$ cat src/rtl/rfp_pkg.sv
// rfp_pkg: shared constants, types and helpers of the remote frame parser
// frame header bytes, length limit, latch window and the result word type
// no dependencies
`timescale 1ns / 1ps

package rfp_pkg;

	// frame layout
	localparam int LENGTH_LIMIT = 40;
	localparam int POS_W        = 6;
	localparam int LATCH_DEPTH  = 6;
	localparam int SLOT_W       = 3;

	localparam logic [POS_W-1:0] POS_LENGTH  = 6'd4;
	localparam logic [POS_W-1:0] FIRST_LATCH = 6'd5;
	localparam logic [POS_W-1:0] LAST_LATCH  = 6'd10;

	localparam logic [7:0] HDR0 = 8'hAA;
	localparam logic [7:0] HDR1 = 8'h29;
	localparam logic [7:0] HDR2 = 8'h05;
	localparam logic [7:0] HDR3 = 8'h42;

	// one decoded frame
	typedef struct packed {
		logic [15:0] forward_speed;
		logic [15:0] turn_pulse;
		logic [15:0] mode_pulse;
	} rfp_result_t;

	// expected header byte at positions 0..3
	function automatic logic [7:0] hdr_byte(input logic [1:0] idx);
		logic [7:0] b;
		case (idx)
			2'd0:    b = HDR0;
			2'd1:    b = HDR1;
			2'd2:    b = HDR2;
			default: b = HDR3;
		endcase
		return b;
	endfunction

endpackage

$ cat src/rtl/rfp_out_buf.sv
// rfp_out_buf: result register with one skid entry behind it
// keeps the parser taking words while a finished result waits downstream
// depends on rfp_pkg
`timescale 1ns / 1ps

module rfp_out_buf (
	input  logic                clk,
	input  logic                arst_n,
	input  logic                push,
	input  rfp_pkg::rfp_result_t push_data,
	output logic                full,
	output logic                out_valid,
	input  logic                out_stall,
	output rfp_pkg::rfp_result_t out_data
);
	import rfp_pkg::*;

	logic        out_valid_q;
	logic        skid_valid_q;
	rfp_result_t out_data_q;
	rfp_result_t skid_data_q;
	logic        out_free;

	// output slot can be loaded when empty or being taken this cycle
	assign out_free = !out_valid_q || !out_stall;

	// control flags
	always_ff @(posedge clk or negedge arst_n) begin
		if (!arst_n) begin
			out_valid_q  <= 1'b0;
			skid_valid_q <= 1'b0;
		end else begin
			if (out_free) begin
				out_valid_q  <= skid_valid_q || push;
				skid_valid_q <= 1'b0;
			end else if (push) begin
				skid_valid_q <= 1'b1;
			end
		end
	end

	// payload, no reset needed
	always_ff @(posedge clk) begin
		if (out_free) begin
			if (skid_valid_q) begin
				out_data_q <= skid_data_q;
			end else if (push) begin
				out_data_q <= push_data;
			end
		end else if (push) begin
			skid_data_q <= push_data;
		end
	end

	assign full      = skid_valid_q;
	assign out_valid = out_valid_q;
	assign out_data  = out_data_q;

endmodule

$ cat src/rtl/remote_frame_parser.sv
// remote_frame_parser: byte-serial deframer for header AA 29 05 42 frames
// a frame-end word's result is registered into the result register or the skid entry
// throughput: one word per cycle unless in_stall; frame state updates in one compare step
// a skid entry behind the result register keeps words flowing while a result waits
// reset (arst_n low, asynchronous): hunting at position 0, length and latched bytes zero
`timescale 1ns / 1ps

module remote_frame_parser (
	input  logic        clk,
	input  logic        arst_n,
	input  logic        in_valid,
	output logic        in_stall,
	input  logic [7:0]  rx_byte,
	output logic        out_valid,
	input  logic        out_stall,
	output logic [15:0] forward_speed,
	output logic [15:0] turn_pulse,
	output logic [15:0] mode_pulse
);
	import rfp_pkg::*;

	logic [POS_W-1:0] pos_q;
	logic [POS_W-1:0] len_q;
	logic [7:0]       latch_q [LATCH_DEPTH];

	logic [POS_W-1:0] pos_d;
	logic [POS_W-1:0] len_d;
	logic [7:0]       latch_d [LATCH_DEPTH];
	logic [POS_W-1:0] slot_off;
	logic [SLOT_W-1:0] slot;
	logic             in_window;
	logic [POS_W:0]   end_pos;
	logic             accept;
	logic             emit;
	logic             buf_full;
	rfp_result_t      res;
	rfp_result_t      out_data;

	assign accept = in_valid && !in_stall;
	assign in_stall = buf_full;

	// latch window update, the current word lands before the words are formed
	assign slot_off  = pos_q - FIRST_LATCH;
	assign slot      = slot_off[SLOT_W-1:0];
	assign in_window = (pos_q >= FIRST_LATCH) && (pos_q <= LAST_LATCH);

	always_comb begin
		for (int i = 0; i < LATCH_DEPTH; i++) begin
			latch_d[i] = latch_q[i];
		end
		if (in_window) begin
			latch_d[slot] = rx_byte;
		end
	end

	// frame position sequencing
	assign end_pos = {1'b0, len_q} + {1'b0, FIRST_LATCH};

	always_comb begin
		pos_d = pos_q;
		len_d = len_q;
		emit  = 1'b0;
		if (pos_q < POS_LENGTH) begin
			if (rx_byte == hdr_byte(pos_q[1:0])) begin
				pos_d = pos_q + 6'd1;
			end else begin
				pos_d = '0;
			end
		end else if (pos_q == POS_LENGTH) begin
			len_d = rx_byte[POS_W-1:0];
			if (rx_byte < 8'(LENGTH_LIMIT)) begin
				pos_d = FIRST_LATCH;
			end else begin
				pos_d = '0;
			end
		end else if ({1'b0, pos_q} == end_pos) begin
			emit  = 1'b1;
			pos_d = '0;
		end else begin
			pos_d = pos_q + 6'd1;
		end
	end

	// big-endian words from the updated latch window
	assign res.forward_speed = {latch_d[0], latch_d[1]};
	assign res.turn_pulse    = {latch_d[2], latch_d[3]};
	assign res.mode_pulse    = {latch_d[4], latch_d[5]};

	// parser state
	always_ff @(posedge clk or negedge arst_n) begin
		if (!arst_n) begin
			pos_q <= '0;
			len_q <= '0;
			for (int i = 0; i < LATCH_DEPTH; i++) begin
				latch_q[i] <= '0;
			end
		end else if (accept) begin
			pos_q <= pos_d;
			len_q <= len_d;
			for (int i = 0; i < LATCH_DEPTH; i++) begin
				latch_q[i] <= latch_d[i];
			end
		end
	end

	// result register and skid
	rfp_out_buf u_out_buf (
		.clk       (clk),
		.arst_n    (arst_n),
		.push      (accept && emit),
		.push_data (res),
		.full      (buf_full),
		.out_valid (out_valid),
		.out_stall (out_stall),
		.out_data  (out_data)
	);

	assign forward_speed = out_data.forward_speed;
	assign turn_pulse    = out_data.turn_pulse;
	assign mode_pulse    = out_data.mode_pulse;

endmodule

$ cat config.mk
export PLATFORM = sky130hd
export DESIGN_NAME = remote_frame_parser
export DESIGN_NICKNAME = d
export VERILOG_FILES = /design/src/rtl/rfp_pkg.sv /design/src/rtl/rfp_out_buf.sv /design/src/rtl/remote_frame_parser.sv
export SDC_FILE = /design/constraint.sdc
export NUM_CORES = 1
export LEC_CHECK = 0
export BUFFER_PORTS_ARGS = -buffer_cell sky130_fd_sc_hd__buf_4
export CORE_MARGIN = 2
export CORE_UTILIZATION = 54
export CTS_CLUSTER_SIZE = 25
export DETAILED_ROUTE_END_ITERATION = 8
export HOLD_SLACK_MARGIN = 0.03
export PLACE_DENSITY_LB_ADDON = 0.15
export SETUP_SLACK_MARGIN = 0.5
export SLEW_MARGIN = 10
export SYNTH_ARGS = -nofsm -noshare
export SYNTH_HDL_FRONTEND = slang
export SYNTH_HIERARCHICAL = 1
export SYNTH_SLANG_ARGS = --single-unit
$ cat constraint.sdc
create_clock -name clk -period 4.56 [get_ports clk]
set_clock_uncertainty 0.2 [all_clocks]
set_input_delay 0.456 -clock clk [delete_from_list [all_inputs] [get_ports clk]]
set_output_delay 0.456 -clock clk [all_outputs]
set_load 0.03 [all_outputs]
==> key figures <==
Detailed routing
  • DRT Wirelength: ~14,000 µm
  • Post-route ant nets: 0
  • DR WL/cell: between 15 and 20 µm
  • Routed vias/inst: 5.64
  • TritonRoute pass-1 iters: 4
  • DRT iter0 DRCs: between 300 and 400
  • # DRC: 0
  • Vias: about 3,900

Yosys
  • Synthesized Nets: about 460
  • Yosys warnings: 6
  • Post-synth top area share: 0.397
  • Syn avg cell area: about 17 µm²
  • Netlist cell types: 50
  • Primary FF master, synth: edfxtp_1
  • Register bit total from synthesis: 158
  • Post-synthesis sequential area ratio: 0.610
  • Synth async-reset ratio: 0.392
  • Post-synthesis instance area: 7270 µm²
  • Synth top area cells: edfxtp_1 (40%), dfrtp_1 (21%), mux2_2 (16%)
  • Cell count after synthesis: between 400 and 500
  • Yosys top cell by area: edfxtp_1
  • Post-synth EDFFs: 96

Worst setup path
  • CP arrival: 3.43 ns
  • WS Path Type: register to register
  • CP Launch Type: register
  • Most used cell, CP: mux2_4
  • Max FO, Critical Path: 14
  • Critical-path top delay cell: dfrtp_1
  • Critical path capture point type: register
  • Critical Path Max Stage Delay: about 0.7 ns
  • Cell family contributing the most delay on the critical path: multiplexers
  • CP cell instances: inv_1 -> ha_1 -> mux2_4 -> nor4_4 -> and2_1 -> mux2_2 -> mux2_4
  • Critical path buffer and inverter count: 1
  • Worst path required time: approximately 4.5 ns

Power and ir drop
  • Power density over the cells: 483 nW/µm²
  • VDD IR max: roughly 0.00022 V
  • Pleak: ~3.4 nW

Timing
  • Worst Max-Slew Pin Slew: about 1 ns
  • Final setup viols: 0
  • Max Fclk: a little under 0.3 GHz
  • Post-Route Setup TNS: 0 ns
  • Clock period minus worst slack: 3.47 ns
  • Fin crit share: 0.760
  • Worst setup margin: ~1.1 ns
  • Endpoints failing hold: 0
  • RSZ-0062 raised after global routing: false
  • Final Max Tran Viols: 0
  • Slew headroom: 0.320

Global routing
  • Total GRT Usage: 0.203
  • Grt ovf: 0
  • Largest net degree at the start of global routing: 63
  • Vias in the first global route: ~4,000
  • First-pass GRT wire length: around 22,000 µm
  • Initial antenna violation count: 0

CTS
  • H-tree levels: 4
  • Cells resized by post-CTS repair: 0
  • Worst-path clk slew: approximately 0.06 ns
  • Clock root buffer: clkbuf_16
  • Clock tree sinks: between 150 and 200
  • CTS tree: yes
  • CTS buffer count: 17
  • Clock insertion delay at the later pin of the skew report: between 0.4 and 0.5 ns
  • Clk buf depth: 2

Hold path
  • Hold Crit Class: input port to register

Floorplan
  • Die Footprint: approximately 14,000 µm²
  • Row cnt: 42
  • Chip height: around 120 µm
  • CORE AREA: between 10,000 and 15,000 µm²
  • Die X: ~120 µm
  • Ports: 62
  • Initial Util: 0.551

Finish
  • Share of layout cells above drive strength 1: 0.493
  • # nets final: 518
  • ANT cells: 0
  • Commonest non-fill, non-tap cell in the layout: mux2_2
  • Area delta synth->final: 15.0%
  • Most frequent cells in the layout: mux2_2 (103), edfxtp_1 (96), buf_4 (64)
  • Final std cells w/o fill: between 600 and 700
  • Layout fillers: 993

Placement
  • Port bufs: 61
  • Placed Cells: between 600 and 700
  • Post-DP HPWL: roughly 8300 µm
  • Worst slack at placement: approximately 1.1 ns
  • GPL Wtd Cong: roughly 0.88

Run status
  • Status: complete, no violations

Run
  • Max-cap violations: 0
where the power goes:
part	total, mW	leakage, nW	switching [mW]	internal, mW
Sequential	1.91	1.69	0.119	1.79
Clock	1.32	0.266	0.521	0.797
Combinational	0.805	1.44	0.300	0.505
cells in the mapped netlist, types with 2 or more instances:
cell	number
xor2_1	4
o211ai_1	2
nand3_1	5
o21ai_0	4
nor3_1	3
a21oi_1	3
buf_2	7
o311ai_1	2
edfxtp_1	96
xnor2_1	7
nor4_1	6
nor2b_1	2
nand4_1	2
nand2b_1	4
inv_1	5
clkbuf_1	9
nor4_4	2
buf_4	3
nor3_2	2
mux2_4	48
buf_12	4
a21o_1	2
mux2_2	103
ha_1	7
nand2_1	9
and3_1	3
nor2_1	7
dfrtp_1	62
a211o_1	4
and2_1	3
logic make-up after synthesis:
| family | count (synthesis) | synth area share |
|---|---|---|
| buf+inv | 31 | 0.0305 |
| mux | 152 | 0.260 |
| compound gates | 26 | 0.0272 |
| xor+xnor | 11 | 0.0133 |
| fa+ha+maj | 7 | 0.0120 |
| flops | 158 | 0.610 |
| simple gates | 55 | 0.0468 |
worst reg2reg max path, delay by kind of cell, from the launching register on:
kind	cells	cell delay [ns]
mux	3	1.06
buf+inv	1	0.24
fa+ha+maj	1	0.33
simple gates	2	0.68
flops	1	0.71
final timing paths:
kind	from	end	slack, ns	depth (start not counted)
worst min register to register	latch_q[9]	latch_q[9]	0.30	1
worst max-delay path	pos_q[0]	u_out_buf/out_data[17]	1.09	7
min in group asynchronous	arst_n	latch_q[42]	0.47	2
worst min-delay path	out_stall	u_out_buf/out_valid	0.10	2
worst max register to register	pos_q[0]	u_out_buf/out_data[17]	1.09	7
max in group asynchronous	arst_n	u_out_buf/full	3.14	2
per-stage QoR:
step | hold WS (ns) | cell area (µm²) | util | power [mW]
2_1_floorplan | -0.0396 | 7270 | - | 2.58
3_5_place_dp | 0.288 | 7810 | 0.592 | 2.74
4_1_cts | 0.0813 | 8360 | 0.634 | 4.06
3_3_place_gp | 0.282 | 7810 | 0.592 | 2.69
6_report | 0.104 | 8360 | 0.634 | 4.03
5_1_grt | 0.0954 | 8360 | 0.634 | 4.21
cell type report:
class / count / area, µm² / area share
timing repair buffer: 66 / 510 / 0.0611
clock buffer: 23 / 448 / 0.0536
inverter: 5 / 18.8 / 0.00225
tap: 176 / 220 / 0.0264
sequential: 158 / 4440 / 0.531
clock inverter: 8 / 92.6 / 0.0111
multi-input combinational: 251 / 2630 / 0.315
timing repair:
item | 4_1_cts | 5_1_grt
endpoints found under the hold margin | 62 | 0
buffers inserted | 0 | 0
hold buffers | 1 | 0
metal layers:
layer | share of wire | wire length, µm | vias up | GRT usage
li1 | - | - | 1779 | -
met1 | 0.45 | 6220 | 1992 | 0.267
met2 | 0.49 | 6720 | 80 | 0.326
met3 | 0.037 | 504 | 21 | 0.0494
met4 | 0.018 | 243 | 0 | 0.0779
met5 | 0 | 0 | - | 0
sequential cells by signal, indices dropped and copies added, names as in the netlist:
register / cells
u_out_buf/full: 1
u_out_buf/out_data: 48
latch_q: 48
u_out_buf/out_valid: 1
u_out_buf/skid_data_q: 48
pos_q: 6
len_q: 6
(Power assumes the default switching activity.)
